**config.mk**
```make
export PLATFORM = sky130hd
export DESIGN_NAME = tpf_step_unit
export DESIGN_NICKNAME = d
export VERILOG_FILES = /design/src/hdl/tpf_pkg.sv /design/src/hdl/tpf_step_unit.sv
export SDC_FILE = /design/constraint.sdc
export NUM_CORES = 1
export LEC_CHECK = 0
export BUFFER_PORTS_ARGS = -buffer_cell sky130_fd_sc_hd__buf_2
export CAP_MARGIN = 10
export CORE_UTILIZATION = 35
export DETAILED_ROUTE_END_ITERATION = 6
export PLACE_DENSITY = 0.77
export SLEW_MARGIN = 10
export SYNTH_ARGS = -nofsm -noshare
export SYNTH_HDL_FRONTEND = slang
export SYNTH_SLANG_ARGS = --single-unit
export TNS_END_PERCENT = 1
```
**constraint.sdc**
```tcl
create_clock -name vclk -period 8.7
set_input_delay 2.61 -clock vclk [all_inputs]
set_output_delay 2.61 -clock vclk [all_outputs]
set_load 0.005 [all_outputs]
```
**src/hdl/tpf_pkg.sv**
```systemverilog
// Shared types, constants and helpers for the two-distinct-prime-factor counter.
// No dependencies; every other file takes names from here by scope.
package tpf_pkg;

   // Fixed field widths of the channel words
   localparam int N_W     = 13;
   localparam int TALLY_W = 13;

   // Per-number store entry: distinct-prime count, saturating
   localparam int STORE_W = 2;
   localparam logic [STORE_W-1:0] COUNT_ZERO = 2'd0;
   localparam logic [STORE_W-1:0] COUNT_TWO  = 2'd2;
   localparam logic [STORE_W-1:0] COUNT_SAT  = 2'd3;

   localparam int DEFAULT_MAX_N = 4096;
   localparam int FIRST_PRIME   = 2;

   typedef enum logic [4:0] {
      ST_IDLE  = 5'b00001,
      ST_CLEAR = 5'b00010,
      ST_SIEVE = 5'b00100,
      ST_MARK  = 5'b01000,
      ST_COUNT = 5'b10000
   } state_type;

   function automatic logic [STORE_W-1:0] sat_inc(input logic [STORE_W-1:0] v);
      return (v == COUNT_SAT) ? v : v + 2'd1;
   endfunction

endpackage

```
**src/hdl/tpf_step_unit.sv**
```systemverilog
// Shared cursor arithmetic: one adder for every advance and one bound compare.
// Depends on tpf_pkg for the default bound.
module tpf_step_unit #(
   parameter int MAX_N = tpf_pkg::DEFAULT_MAX_N
) (
   input  logic [$clog2(MAX_N+1):0]    addend_a,
   input  logic [$clog2(MAX_N+1):0]    addend_b,
   input  logic [$clog2(MAX_N+1):0]    cursor,
   input  logic [$clog2(MAX_N+1)-1:0]  limit,
   output logic [$clog2(MAX_N+1):0]    sum,
   output logic                        cursor_le
);

   // Sums never exceed twice the bound, so one extra bit suffices
   assign sum       = addend_a + addend_b;
   assign cursor_le = (cursor <= {1'b0, limit});

endmodule

```
==> metrics.txt <==
final wirelength 2370 microns; Setup Buffers After CTS 0; n_diodes 0; Synth cell types 28; vias in the first global route 1050; # DRC 0; die footprint 3010 sq um; FFs & Latches 0; via density per instance 5.06; First-pass DRT Iterations 4; Peak VDD IR 0.0332 mV; DR iter-0 viols 12; layout cells sized above 1 0.351; final hold violations 0; most common cell after layout, fill and taps aside buf_2; max cap viols 0; Synth Net Count 218; Mapped Cells 136; pin count of the biggest net entering global routing 9; post-route ant nets 0; CTS resizes 0; GRT Residual Overflow 0; Max Clk Rate 0.144 GHz; CP startpoint addend_a[0]; first-pass GRT wire length 3820 microns; post-synthesis sequential area ratio 0; antenna violations before repair 0; CP Data Arrival Time 4.35 ns; synth top area cells ha_1 (33%), a21oi_1 (9.2%), inv_1 (7.7%); DR WL/cell 10.1 microns; pwr dens 62.4 nW/um^2; Worst-Margin Slew 0.357 ns; Synth Area per Inst 7.19 sq um; synth warn 0; normalized max-slew margin 0.756; Final period util 0.800; FF/Latch Area 0 sq um; num rows 18; Total GRT Usage 0.166; Synth top area share 0.333; DP Area 1350 sq um; number of clock buffers in the layout 0; Worst Setup EP sum[12]; Syn Std Cell Area 977 sq um; core area 2570 sq um; gpl congestion 0.895; crit path max fanout 2; Die Width 54.8 microns; final hold slack 5.51 ns; RSZ-0062 raised after global routing false; routed vias 1188; final count of pins violating max slew 0; die height 54.8 microns; Hold Path Class input port to primary output; IO buf count 70; Setup crit end kind primary output; Setup TNS 0 ns; Area Growth Syn to Fin 38.5%; Yosys top cell by area ha_1; initial core utilization 0.381; CTS Hold Bufs 0; Final setup viols 0; most frequent cells in the layout buf_2 (70), ha_1 (26), inv_1 (20); Nets 289; Critical Path RT 6.09 ns; cell area after layout 1350 sq um; Fillers 288; Final HPWL DP 2220 microns; P_leak 0.801 nW; Startpoint Class input port; Setup CP Type input port to primary output; number of placed I/O pins 70; status finished clean; minimum clock period after layout 6.96 ns
## worst min path at each step
stage / startpoint / endpoint / depth (start not counted)
after floorplan: addend_b[0] / sum[0] / 1
after global placement: addend_b[0] / sum[0] / 3
after detailed placement: addend_b[0] / sum[0] / 3
after CTS: addend_b[0] / sum[0] / 3
after global routing: addend_b[0] / sum[0] / 3
final: addend_b[0] / sum[0] / 3
## final cells by class
| cell class | instances | area (sq um) | area share |
|---|---|---|---|
| inverters | 20 | 75.1 | 0.0555 |
| multi-input cells | 115 | 891 | 0.658 |
| well taps | 30 | 37.5 | 0.0277 |
| repair buffers | 70 | 350 | 0.259 |
## cells by family after synthesis
| kind of cell | count (synthesis) | share of synthesized area |
|---|---|---|
| xor gates and xnor gates | 12 | 0.108 |
| adders and majority gates | 27 | 0.353 |
| buffers and inverters | 21 | 0.0883 |
| AOI/OAI and AO/OA | 43 | 0.271 |
| and+or+nand+nor | 33 | 0.179 |
## layer usage
metal / up-vias / GRT usage / share of wire
li1: 624 / - / -
met1: 531 / 0.181 / 0.42
met5: - / 0 / 0
met4: 0 / 0.00855 / 0.0055
met2: 31 / 0.355 / 0.54
met3: 2 / 0.00278 / 0.039
## worst max-delay path, stage by stage
cell and delay [ns]:
buf_2 0.08, ha_1 0.17, inv_1 0.06, fa_1 0.39
nand2b_1 0.18, a21oi_1 0.17, o21ai_0 0.16, o21ai_0 0.24
xor2_1 0.16, buf_2 0.13
## report_power, final
part	leakage [nW]	internal [mW]	switching, mW
sequential	0	0	0
clock	0	0	0
combinational	0.801	0.0437	0.0407
## synth_stat cells (3+ instances only)
cell        n
nor2_1      6
inv_1      20
ha_1       26
o21ai_0     9
xnor2_1     7
nand2_1     9
a21oi_1    18
a21o_1      6
nand2b_1    5
nand4_1     4
a2111oi_0   3
xor2_1      5
nor2b_1     3
## metrics by stage
step,utilization,worst slack [ns],power (mW),std cells
final,0.527,1.74,0.0844,235
after global routing,0.527,1.57,0.0975,235
after CTS,0.527,1.71,0.0854,235
after detailed placement,0.527,1.73,0.0850,235
after global placement,0.527,1.81,0.0840,235
after floorplan,-,2.11,0.0520,136
Note: power is estimated with default switching activity, not from simulation.
